`config.mk`:
```
export PLATFORM = sky130hd
export DESIGN_NAME = serial_frame_receiver_with_ack
export DESIGN_NICKNAME = d
export VERILOG_FILES = /design/src/rtl/sfr_pkg.sv /design/src/rtl/sfr_parser.sv /design/src/rtl/sfr_ack_fifo.sv /design/src/rtl/sfr_ack_tx.sv /design/src/rtl/serial_frame_receiver_with_ack.sv
export SDC_FILE = /design/constraint.sdc
export NUM_CORES = 1
export LEC_CHECK = 0
export ABC_CLOCK_PERIOD_IN_PS = 5180
export BUFFER_PORTS_ARGS = -buffer_cell sky130_fd_sc_hd__buf_4
export CAP_MARGIN = 20
export CORE_MARGIN = 3
export CORE_UTILIZATION = 30
export CTS_BUF_LIST = sky130_fd_sc_hd__clkbuf_8
export DETAILED_ROUTE_END_ITERATION = 10
export PLACE_DENSITY = 0.42
export SLEW_MARGIN = 20
export SYNTH_ARGS = -nofsm -noshare
export SYNTH_HDL_FRONTEND = slang
export SYNTH_SLANG_ARGS = --single-unit
export TNS_END_PERCENT = 1
```
`constraint.sdc`:
```
create_clock -name clk -period 5.18 [get_ports clk]
set_input_delay 0.777 -clock clk [delete_from_list [all_inputs] [get_ports clk]]
set_output_delay 0.777 -clock clk [all_outputs]
set_load 0.005 [all_outputs]
```
`src/rtl/sfr_pkg.sv`:
```
// Shared types and constants for the serial frame receiver with acknowledge.
`timescale 1ns / 1ps
`default_nettype none

package sfr_pkg;

    localparam logic [7:0] SYNC_FIRST  = 8'hA5;
    localparam logic [7:0] SYNC_SECOND = 8'h01;
    localparam logic [7:0] KIND_ACK    = 8'hFF;
    localparam logic [7:0] ACK_LEN_LO  = 8'h04;
    localparam logic [7:0] ZERO_BYTE   = 8'h00;

    // Overhead added to a received frame's length field, and the acknowledge frame size
    localparam int unsigned FRAME_OVERHEAD = 8;
    localparam int unsigned ACK_BYTES      = 12;

    // Byte positions within a received frame
    localparam logic [16:0] POS_SYNC_FIRST  = 17'd0;
    localparam logic [16:0] POS_SYNC_SECOND = 17'd1;
    localparam logic [16:0] POS_KIND        = 17'd2;
    localparam logic [16:0] POS_LEN_LO      = 17'd3;
    localparam logic [16:0] POS_LEN_HI      = 17'd4;
    localparam logic [16:0] POS_ID_LO       = 17'd5;
    localparam logic [16:0] POS_ID_HI       = 17'd6;
    localparam logic [16:0] POS_BODY        = 17'd7;

    // One pending acknowledge
    typedef struct packed {
        logic [7:0] kind;
        logic [7:0] id_lo;
        logic [7:0] id_hi;
    } ack_req_t;

endpackage

`default_nettype wire

```
`src/rtl/sfr_parser.sv`:
```
// Frame parser: tracks byte position; requests an acknowledge at non-FF frame end.
`timescale 1ns / 1ps
`default_nettype none

module sfr_parser (
    input  wire logic            clk,
    input  wire logic            rst_n,
    input  wire logic            take,
    input  wire logic [7:0]      rx_data,
    output logic                 push,
    output sfr_pkg::ack_req_t    req
);
    import sfr_pkg::*;

    logic [16:0] pos_reg, pos_next;
    logic [16:0] total_reg, total_next;
    logic [7:0]  held_first_reg, held_first_next;
    logic [7:0]  len_lo_reg, len_lo_next;
    logic [7:0]  kind_reg, kind_next;
    logic [7:0]  id_lo_reg, id_lo_next;
    logic [7:0]  id_hi_reg, id_hi_next;
    logic        sync_bad;
    logic        frame_done;

    // Decode the current word against the frame position
    always_comb
    begin
        pos_next        = pos_reg;
        total_next      = total_reg;
        held_first_next = held_first_reg;
        len_lo_next     = len_lo_reg;
        kind_next       = kind_reg;
        id_lo_next      = id_lo_reg;
        id_hi_next      = id_hi_reg;
        sync_bad        = 1'b0;
        frame_done      = 1'b0;
        push            = 1'b0;
        if (take)
        begin
            case (pos_reg)
                POS_SYNC_FIRST:  held_first_next = rx_data;
                POS_SYNC_SECOND: sync_bad = (held_first_reg != SYNC_FIRST) ||
                                            (rx_data != SYNC_SECOND);
                POS_KIND:        kind_next = rx_data;
                POS_LEN_LO:      len_lo_next = rx_data;
                POS_LEN_HI:      total_next = {1'b0, rx_data, len_lo_reg} +
                                              17'(FRAME_OVERHEAD);
                POS_ID_LO:       id_lo_next = rx_data;
                POS_ID_HI:       id_hi_next = rx_data;
                default:         ;
            endcase
            frame_done = (pos_reg >= POS_BODY) &&
                         (({1'b0, pos_reg} + 18'd1) >= {1'b0, total_reg});
            if (sync_bad)
            begin
                pos_next = '0;
            end
            else if (frame_done)
            begin
                pos_next = '0;
                push     = (kind_reg != KIND_ACK);
            end
            else
            begin
                pos_next = pos_reg + 17'd1;
            end
        end
    end

    assign req.kind  = kind_reg;
    assign req.id_lo = id_lo_reg;
    assign req.id_hi = id_hi_reg;

    // Hold parser state
    always_ff @(posedge clk or negedge rst_n)
    begin
        if (!rst_n)
        begin
            pos_reg        <= '0;
            total_reg      <= '0;
            held_first_reg <= '0;
            len_lo_reg     <= '0;
            kind_reg       <= '0;
            id_lo_reg      <= '0;
            id_hi_reg      <= '0;
        end
        else
        begin
            pos_reg        <= pos_next;
            total_reg      <= total_next;
            held_first_reg <= held_first_next;
            len_lo_reg     <= len_lo_next;
            kind_reg       <= kind_next;
            id_lo_reg      <= id_lo_next;
            id_hi_reg      <= id_hi_next;
        end
    end

endmodule

`default_nettype wire

```
`src/rtl/sfr_ack_fifo.sv`:
```
// Small queue of pending acknowledge requests.
`timescale 1ns / 1ps
`default_nettype none

module sfr_ack_fifo #(
    parameter int unsigned DEPTH = 4
) (
    input  wire logic              clk,
    input  wire logic              rst_n,
    input  wire logic              push,
    input  wire sfr_pkg::ack_req_t push_req,
    input  wire logic              pop,
    output sfr_pkg::ack_req_t      head,
    output logic                   empty,
    output logic                   full
);
    import sfr_pkg::*;

    localparam int unsigned PTR_W = (DEPTH > 1) ? $clog2(DEPTH) : 1;
    localparam int unsigned CNT_W = $clog2(DEPTH + 1);

    ack_req_t               mem [DEPTH];
    logic [PTR_W-1:0]       wr_ptr_reg, wr_ptr_next;
    logic [PTR_W-1:0]       rd_ptr_reg, rd_ptr_next;
    logic [CNT_W-1:0]       count_reg, count_next;
    logic                   do_push;
    logic                   do_pop;

    assign empty   = (count_reg == '0);
    assign full    = (count_reg == CNT_W'(DEPTH));
    assign do_push = push && !full;
    assign do_pop  = pop && !empty;
    assign head    = mem[rd_ptr_reg];

    // Advance pointers and occupancy
    always_comb
    begin
        wr_ptr_next = wr_ptr_reg;
        rd_ptr_next = rd_ptr_reg;
        count_next  = count_reg;
        if (do_push)
        begin
            wr_ptr_next = (wr_ptr_reg == PTR_W'(DEPTH - 1)) ? '0 : wr_ptr_reg + PTR_W'(1);
        end
        if (do_pop)
        begin
            rd_ptr_next = (rd_ptr_reg == PTR_W'(DEPTH - 1)) ? '0 : rd_ptr_reg + PTR_W'(1);
        end
        if (do_push && !do_pop)
        begin
            count_next = count_reg + CNT_W'(1);
        end
        else if (do_pop && !do_push)
        begin
            count_next = count_reg - CNT_W'(1);
        end
    end

    always_ff @(posedge clk or negedge rst_n)
    begin
        if (!rst_n)
        begin
            wr_ptr_reg <= '0;
            rd_ptr_reg <= '0;
            count_reg  <= '0;
        end
        else
        begin
            wr_ptr_reg <= wr_ptr_next;
            rd_ptr_reg <= rd_ptr_next;
            count_reg  <= count_next;
        end
    end

    // Store request entries
    always_ff @(posedge clk)
    begin
        if (do_push)
        begin
            mem[wr_ptr_reg] <= push_req;
        end
    end

endmodule

`default_nettype wire

```
`src/rtl/sfr_ack_tx.sv`:
```
// Acknowledge serializer: turns one request into twelve registered output words.
`timescale 1ns / 1ps
`default_nettype none

module sfr_ack_tx (
    input  wire logic              clk,
    input  wire logic              rst_n,
    input  wire sfr_pkg::ack_req_t req,
    input  wire logic              req_avail,
    output logic                   req_pop,
    output logic [7:0]             ack_data,
    output logic                   ack_end,
    output logic [7:0]             frame_kind,
    output logic                   ack_valid,
    input  wire logic              ack_ready
);
    import sfr_pkg::*;

    localparam logic [3:0] LAST_IDX = 4'(ACK_BYTES - 1);

    logic [3:0] idx_reg, idx_next;
    logic       valid_reg, valid_next;
    logic [7:0] data_reg, data_next;
    logic       end_reg, end_next;
    logic [7:0] kind_reg, kind_next;
    logic       slot_free;
    logic       load;
    logic [7:0] hdr_sum;
    logic [7:0] cur_byte;

    assign slot_free = !valid_reg || ack_ready;
    assign load      = slot_free && req_avail;
    assign req_pop   = load && (idx_reg == LAST_IDX);

    // Sum of the first eleven bytes; the header constants fold together
    assign hdr_sum = SYNC_FIRST + SYNC_SECOND + KIND_ACK + ACK_LEN_LO + SYNC_FIRST +
                     req.id_lo + req.id_hi;

    // Select the acknowledge byte for the current index
    always_comb
    begin
        case (idx_reg)
            4'd0:    cur_byte = SYNC_FIRST;
            4'd1:    cur_byte = SYNC_SECOND;
            4'd2:    cur_byte = KIND_ACK;
            4'd3:    cur_byte = ACK_LEN_LO;
            4'd4:    cur_byte = ZERO_BYTE;
            4'd5:    cur_byte = req.id_lo;
            4'd6:    cur_byte = req.id_hi;
            4'd7:    cur_byte = SYNC_FIRST;
            4'd8:    cur_byte = ZERO_BYTE;
            4'd9:    cur_byte = ZERO_BYTE;
            4'd10:   cur_byte = ZERO_BYTE;
            4'd11:   cur_byte = 8'd0 - hdr_sum;
            default: cur_byte = ZERO_BYTE;
        endcase
    end

    // Load the output register when it is free, drop the word when taken
    always_comb
    begin
        idx_next   = idx_reg;
        valid_next = valid_reg;
        data_next  = data_reg;
        end_next   = end_reg;
        kind_next  = kind_reg;
        if (load)
        begin
            valid_next = 1'b1;
            data_next  = cur_byte;
            end_next   = (idx_reg == LAST_IDX);
            kind_next  = req.kind;
            idx_next   = (idx_reg == LAST_IDX) ? 4'd0 : idx_reg + 4'd1;
        end
        else if (slot_free)
        begin
            valid_next = 1'b0;
        end
    end

    always_ff @(posedge clk or negedge rst_n)
    begin
        if (!rst_n)
        begin
            idx_reg   <= '0;
            valid_reg <= 1'b0;
        end
        else
        begin
            idx_reg   <= idx_next;
            valid_reg <= valid_next;
        end
    end

    always_ff @(posedge clk)
    begin
        data_reg <= data_next;
        end_reg  <= end_next;
        kind_reg <= kind_next;
    end

    assign ack_valid  = valid_reg;
    assign ack_data   = data_reg;
    assign ack_end    = end_reg;
    assign frame_kind = kind_reg;

endmodule

`default_nettype wire

```
`src/rtl/serial_frame_receiver_with_ack.sv`:
```
// Top level of the serial frame receiver with acknowledge.
//
// Input channel rx_*: one received serial byte per word. Frames are A5 01,
// type, 16-bit length (low first), 16-bit id (low first), payload. A bad sync
// pair drops both bytes. Payload bytes are consumed and discarded.
// Output channel ack_*: for every completed frame whose type is not FF, twelve
// words A5 01 FF 04 00 id_lo id_hi A5 00 00 00 cks, ack_end high on the last,
// frame_kind carrying the received type on all twelve.
// Input words are taken whenever offered while rx_ready is high; rx_ready is low only while the
// request queue (ACK_DEPTH entries) is full. A frame's request is queued when
// its last byte is taken, and its first acknowledge word is loaded from the queue
// head into the output register; words follow one per cycle while ack_ready is
// high, 12 words per request. Sustained rate is one rx word per cycle until
// acknowledges back up, as they do with minimum 8-word frames that each yield 12 words.
// When ack_ready is low the output word holds and queued requests wait;
// input is still taken while the queue has room.
// Reset clears the frame position, the queue and the output valid.
`timescale 1ns / 1ps
`default_nettype none

module serial_frame_receiver_with_ack #(
    parameter int unsigned ACK_DEPTH = 4
) (
    input  wire logic       clk,
    input  wire logic       rst_n,
    input  wire logic [7:0] rx_data,
    input  wire logic       rx_valid,
    output logic            rx_ready,
    output logic [7:0]      ack_data,
    output logic            ack_end,
    output logic [7:0]      frame_kind,
    output logic            ack_valid,
    input  wire logic       ack_ready
);
    import sfr_pkg::*;

    logic     take;
    logic     push;
    ack_req_t push_req;
    ack_req_t head;
    logic     q_empty;
    logic     q_full;
    logic     pop;

    assign rx_ready = !q_full;
    assign take     = rx_valid && rx_ready;

    sfr_parser u_parser (
        .clk     (clk),
        .rst_n   (rst_n),
        .take    (take),
        .rx_data (rx_data),
        .push    (push),
        .req     (push_req)
    );

    sfr_ack_fifo #(
        .DEPTH (ACK_DEPTH)
    ) u_fifo (
        .clk      (clk),
        .rst_n    (rst_n),
        .push     (push),
        .push_req (push_req),
        .pop      (pop),
        .head     (head),
        .empty    (q_empty),
        .full     (q_full)
    );

    sfr_ack_tx u_tx (
        .clk        (clk),
        .rst_n      (rst_n),
        .req        (head),
        .req_avail  (!q_empty),
        .req_pop    (pop),
        .ack_data   (ack_data),
        .ack_end    (ack_end),
        .frame_kind (frame_kind),
        .ack_valid  (ack_valid),
        .ack_ready  (ack_ready)
    );

endmodule

`default_nettype wire
```
---- After elaboration in Yosys (flattened, before gate mapping) ----
Memories as Yosys holds them, arrays and structs flattened.
Cells that the tools add are included.
storage, ports and cells
  register bits ........................... 103
  memories kept ........................... 1
  bits in writable memories ............... 96
  word-level logic and storage cells ...... 92
  output and inout port bits .............. 19
  input port bits ......................... 12
operators by class
  reductions and logical operators ........ 27
  eq/ne operators ......................... 19
  $add $sub $neg .......................... 11
  magnitude comparators ................... 2
  mux-type cells .......................... 17
memory list
  memory      depth  width  rd ports  clocked after Yosys merged registers in  write ports  line                source
  u_fifo.mem  4      24     1         0                                        1            sfr_ack_fifo.sv:22  ack_req_t mem [DEPTH];
operator list
  cell                     number
  $pmux W8 S7              1
  $eq A17 B3 Y1 const B    3
  $eq A17 B2 Y1 const B    2
  $mux W17                 2
  $add A17 B1 Y18 const B  1
  $ge A18 B17 Y1           1
  $add A16 B4 Y17 const B  1
  $add A17 B1 Y17 const B  1
  $eq A17 B1 Y1 const B    1
  $ge A17 B3 Y1 const B    1
  $logic_not A17 Y1        1
  $ne A8 B8 Y1 const B     2
  $eq A4 B3 Y1 const B     3
  $reduce_and A2 Y1        6
  $mux W1                  9
  $add A7 B8 Y8 const A    1
  $add A8 B8 Y8            1
  $eq A4 B2 Y1 const B     2
  $logic_and A1 B1 Y1      8
  $ne A8 B1 Y1 const B     1
  $sub A1 B8 Y8 const A    1
  $mux W3                  2
  $logic_not A1 Y1         5
  $add A2 B1 Y2 const B    2
  other kinds (14)         18

---- Depth between registers and ports, before layout ----
  word-level depth ........................ 11
  gate-level depth with buffers ........... 18
  gate-level depth less buffers ........... 17

---- Modules after synthesis ----
Synthesis repeated with hierarchy kept, for this count alone.
second synthesis, totals
  cell total of the unflattened synthesis .. 660
  area, all modules ....................... 9230.1 µm²
modules (own cells, without submodules)
  module                          area each (µm²)  seq. area each (µm²)  cells an instance  instances
  sfr_ack_fifo                    3906.2           3057.9                163                1
  sfr_parser                      3906.2           1851.8                355                1
  sfr_ack_tx                      1403.8           635.6                 139                1
  serial_frame_receiver_with_ack  13.8             0.0                   3                  1

---- Least setup slack after synthesis ----
Ideal clock, no wire load.
  path kind ............................... register to register
  from .................................... reg u_parser.pos_reg[0]
  to ...................................... reg u_fifo.count_reg[2]
  cell stages (with the launch flop) ...... 19
  buffers on the path ..................... 1
  required time ........................... 5.101 ns
  slack ................................... 1.291 ns
  clock period less this slack ............ 3.889 ns
  library setup time ...................... 0.079 ns
  arrival time ............................ 3.810 ns
  cell sequence ........................... dfrtp_1 ha_1 nand2_1 nor4_1 nand3_1 xnor2_1 ha_1 nand2_1 nor2_1 a41oi_1 o211ai_1 nor4bb_1 buf_4 ha_1 inv_1 fa_1 xor2_1 nor2_1 xor2_1
between the ends
  word-level cells in the longest chain between the ends .. 10
  elaborated cells between the ends (all ways) .. 16
  classes of those cells .................. add/sub: 1; order compare: 2; eq/ne: 1; mux: 6; reduce/logical: 6
RTL lines
  item                          line                source
  start, declared               sfr_parser.sv:15    logic [16:0] pos_reg, pos_next;
  start signal, assigned        sfr_parser.sv:89    pos_reg <= pos_next;
  $add A17 B1 Y18               sfr_parser.sv:53    (({1'b0, pos_reg} + 18'd1) >= {1'b0, total_reg});
  $ge A18 B17 Y1                sfr_parser.sv:53
  $logic_and A1 B1 Y1           sfr_parser.sv:52    frame_done = (pos_reg >= POS_BODY) &&
  $mux W1                       sfr_parser.sv:58    else if (frame_done)
  $mux W1 (*)                   sfr_parser.sv:54    if (sync_bad)
  $mux W1 (*)                   sfr_parser.sv:38    if (take)
  $logic_and A1 B1 Y1 (*)       sfr_ack_fifo.sv:31  assign do_push = push && !full;
  net u_fifo.do_push            sfr_ack_fifo.sv:26  logic do_push;
  $logic_not A1 Y1              sfr_ack_fifo.sv:53  else if (do_pop && !do_push)
  $logic_and A1 B1 Y1           sfr_ack_fifo.sv:53
  $reduce_bool A2 Y1 (no line)  n/a
  end signal, assigned          sfr_ack_fifo.sv:71  count_reg <= count_next;
  end, declared                 sfr_ack_fifo.sv:25  logic [CNT_W-1:0] count_reg, count_next;
Mark *: on every way through the listed nets, which the timed path passes. The rest lies on a longest branch. The select of a mux whose other input is x is not followed.
A chain may end at the register's enable or synchronous reset.

---- Final worst setup path ----
  from .................................... reg u_parser.pos_reg[0]
  to ...................................... reg u_fifo.count_reg[2]
between the ends
  word-level cells in the longest chain between the ends .. 10
  elaborated cells between the ends (all ways) .. 16
  classes of those cells .................. add/sub: 1; order compare: 2; eq/ne: 1; mux: 6; reduce/logical: 6
RTL lines
  item                          line
  $add A17 B1 Y18               sfr_parser.sv:53
  $ge A18 B17 Y1                sfr_parser.sv:53
  $logic_and A1 B1 Y1           sfr_parser.sv:52
  $mux W1                       sfr_parser.sv:58
  $mux W1 (*)                   sfr_parser.sv:54
  $mux W1 (*)                   sfr_parser.sv:38
  $logic_and A1 B1 Y1 (*)       sfr_ack_fifo.sv:31
  $logic_not A1 Y1              sfr_ack_fifo.sv:53
  $logic_and A1 B1 Y1           sfr_ack_fifo.sv:53
  $reduce_bool A2 Y1 (no line)  n/a
Mark *: on every way between the ends. The rest lies on a longest branch, timed or not. The select of a mux whose other input is x is not followed.

==> flow_summary.toml <==
[synthesis]
synth_xor_area_frac = 0.0285
synth.area.top_cells = "edfxtp_1, dfrtp_1, ha_1, mux2_2, mux4_2"
postSynthCellCount = 658
synth_edf_count = 113
ys_async_sr_fraction = 0.432
muxShareOfSynthArea = 0.114
synth_top_family_by_area = "multiplexers"
synth_top_area_cell = "edfxtp_1"
yosysWarnings = 0
ys_types = 68
synth-simple-area-share = 0.0867
synth.net_count = 717
ys_dominant_reg_cell = "edfxtp_1"
ys_seq_area_frac = 0.602
yosys.area_share.adder = 0.0655
synth_compound_area_frac = 0.0728
synth_area_sq_mm = 0.00921
synth_top_area_frac = 0.368
syn_area_per_cell_sq_um = 14.0
ys_seq_elements = 199

[final_layout]
post-route-util = 0.344
final_cell_mix = "edfxtp_1, dfrtp_1, nand2_1"
num-fill-cells = 2928
area.sequential_sq_mm = 0.00555
fin_nets = 746
largest_register_ffs = 96
multiInputGateArea_sq_mm = 0.00339
area_growth_syn_to_layout_pct = 12.0
layout_commonest_cell = "edfxtp_1"
fin_area_sq_mm = 0.0103
diodes = 0
drive_gt1_frac = 0.220

[drt]
drt_iter0_drc = 305
wire_per_inst_um = 18.6
routed_wl_um = 20300
vias = 5241
via_per_inst = 4.81
dr.pass1.iters = 6
drc_errors = 0
detail-route-antenna-nets = 0

[cts]
cts_setup_buffers = 0
cts.htree.levels = 4
clkSinkCount = 199
cts_resized = 0
cts_root_buffer = "clkbuf_8"
numCtsBuffers = 17
clk_latency_ns = 0.47
path_clk_slew_ns = 0.11
cts_hold_buf = 0
cts_tree = "yes"
clk_path_buf_depth = 2

[worst_setup_path]
setup.worst_path.start_class = "register"
crit_path_end_kind = "register"
cp_max_fo = 8
arrival_ns = 4.69
cp_data_required_time_ns = 5.56
criticalPathCategory = "reg2reg"

[grt]
grt_util_all_layers = 0.128
grt_first_pass_wirelength_um = 32700
grt_pass1_vias = 5587
grt_max_degree = 53
antenna_found_initial = 0
overflow = 0

[sta]
post-route-period-util = 0.832
rsz0062_at_grt = "false"
max_clock_freq_mhz = 232
finalMaxSlewViolations = 0
period_needed_ns = 4.31
setup-tns-final_ns = 0
worst_pin_slew_ns = 1.07
setup_violations = 0
skew_ns = 0.0251
hold_violations = 0
relSlewSlack = 0.288

[pwr]
ir_drop_mv = 0.163
power_mw = 4.29
p_per_area_mw_per_mm2 = 416
p_leak_nw = 4.07

[die]
start_util = 0.307
die_w_um = 181
io_pins = 31
core-area_sq_mm = 0.0300
die_h_um = 181
die_area_sq_mm = 0.0328
std_cell_rows = 63

[placement]
hpwl_um = 13800
port_buffers = 30
gp_congestion = 0.803
dpl_cell_area_sq_mm = 0.00986

[run_status]
status = "completed"

[hold_path]
hp-class = "in2async"

[job]
cap_violations = 0
## synth_stat cells, drive strengths merged (3+ instances only)
library cell	count
buf	9
a22o	10
nor2	16
and2	5
xnor2	20
nand2b	5
ha	45
inv	44
mux2	47
nor3	12
a221oi	5
and3	6
nand4	7
a21oi	11
edfxtp	113
a21o	10
or3	6
dfrtp	86
a22oi	4
xor2	10
a221o	7
mux4	22
o21ai	25
nand3	13
nand2	62
nor4	6
clkbuf	16
nor2b	3
## logic make-up (layout without fill, tap and decap cells)
logic type | after synthesis | in the layout
compound gates | 93 | 93
xor+xnor | 30 | 30
fa+ha+maj | 47 | 47
buf+inv | 69 | 111
flops | 199 | 199
mux | 71 | 71
simple gates | 149 | 149
## worst max-delay path, stage by stage, from the launching register on
cell,delay (ns)
dfrtp_1,0.45
ha_1,0.27
nand2_1,0.12
nor4_1,0.54
nand3_1,0.17
xnor2_1,0.17
ha_1,0.28
nand2_1,0.06
nor2_1,0.14
a41oi_1,0.13
o211ai_1,0.18
buf_4,0.18
nor4bb_1,0.29
buf_4,0.20
ha_1,0.19
inv_1,0.06
fa_1,0.37
xor2_1,0.15
nor2_1,0.11
xor2_1,0.16
## power by group
group | internal [mW] | switching (mW) | total, mW
combinational | 0.390 | 0.461 | 0.850
sequential | 2.05 | 0.266 | 2.31
clock | 0.542 | 0.585 | 1.13
total | 2.98 | 1.31 | 4.29
## cell type report
| class | instances | area share |
|---|---|---|
| sequential | 199 | 0.538 |
| timing repair buffer | 35 | 0.0267 |
| multi-input combinational | 390 | 0.328 |
| clock inverter | 15 | 0.0211 |
| tap | 390 | 0.0473 |
| inverter | 44 | 0.0160 |
| clock buffer | 17 | 0.0227 |
## layer usage
metal / global-route usage / vias up / routed length (um)
met5: 0 / - / 0
met4: 0.0329 / 0 / 286
li1: - / 2484 / -
met1: 0.168 / 2662 / 9480
met2: 0.217 / 78 / 10100
met3: 0.0272 / 17 / 483
## stage by stage
step	instances	setup slack [ns]	hold WS [ns]
2_1_floorplan	658	1.29	0.435
3_3_place_gp	1058	0.981	0.467
3_5_place_dp	1058	0.828	0.471
4_1_cts	1090	0.808	0.273
5_1_grt	1090	0.414	0.263
6_report	1090	0.872	0.263
## worst paths after layout
kind,from,to,slack [ns],depth (start not counted)
worst max-delay path,u_parser.pos_reg[0]$_DFFE_PN0P_,u_fifo.count_reg[2]$_DFFE_PN0P_,0.87,19
worst min-delay path,rst_n,u_parser.id_lo_reg[2]$_DFFE_PN0P_,0.26,1
worst max register to register,u_parser.pos_reg[0]$_DFFE_PN0P_,u_fifo.count_reg[2]$_DFFE_PN0P_,0.87,19
worst min register to register,u_parser.len_lo_reg[1]$_DFFE_PN0P_,u_parser.total_reg[1]$_DFFE_PN0P_,0.49,2
max in group asynchronous,rst_n,u_fifo.wr_ptr_reg[1]$_DFFE_PN0P_,3.76,2
min in group clk,u_parser.len_lo_reg[1]$_DFFE_PN0P_,u_parser.total_reg[1]$_DFFE_PN0P_,0.49,2
Power figures use the tool's default switching activity.
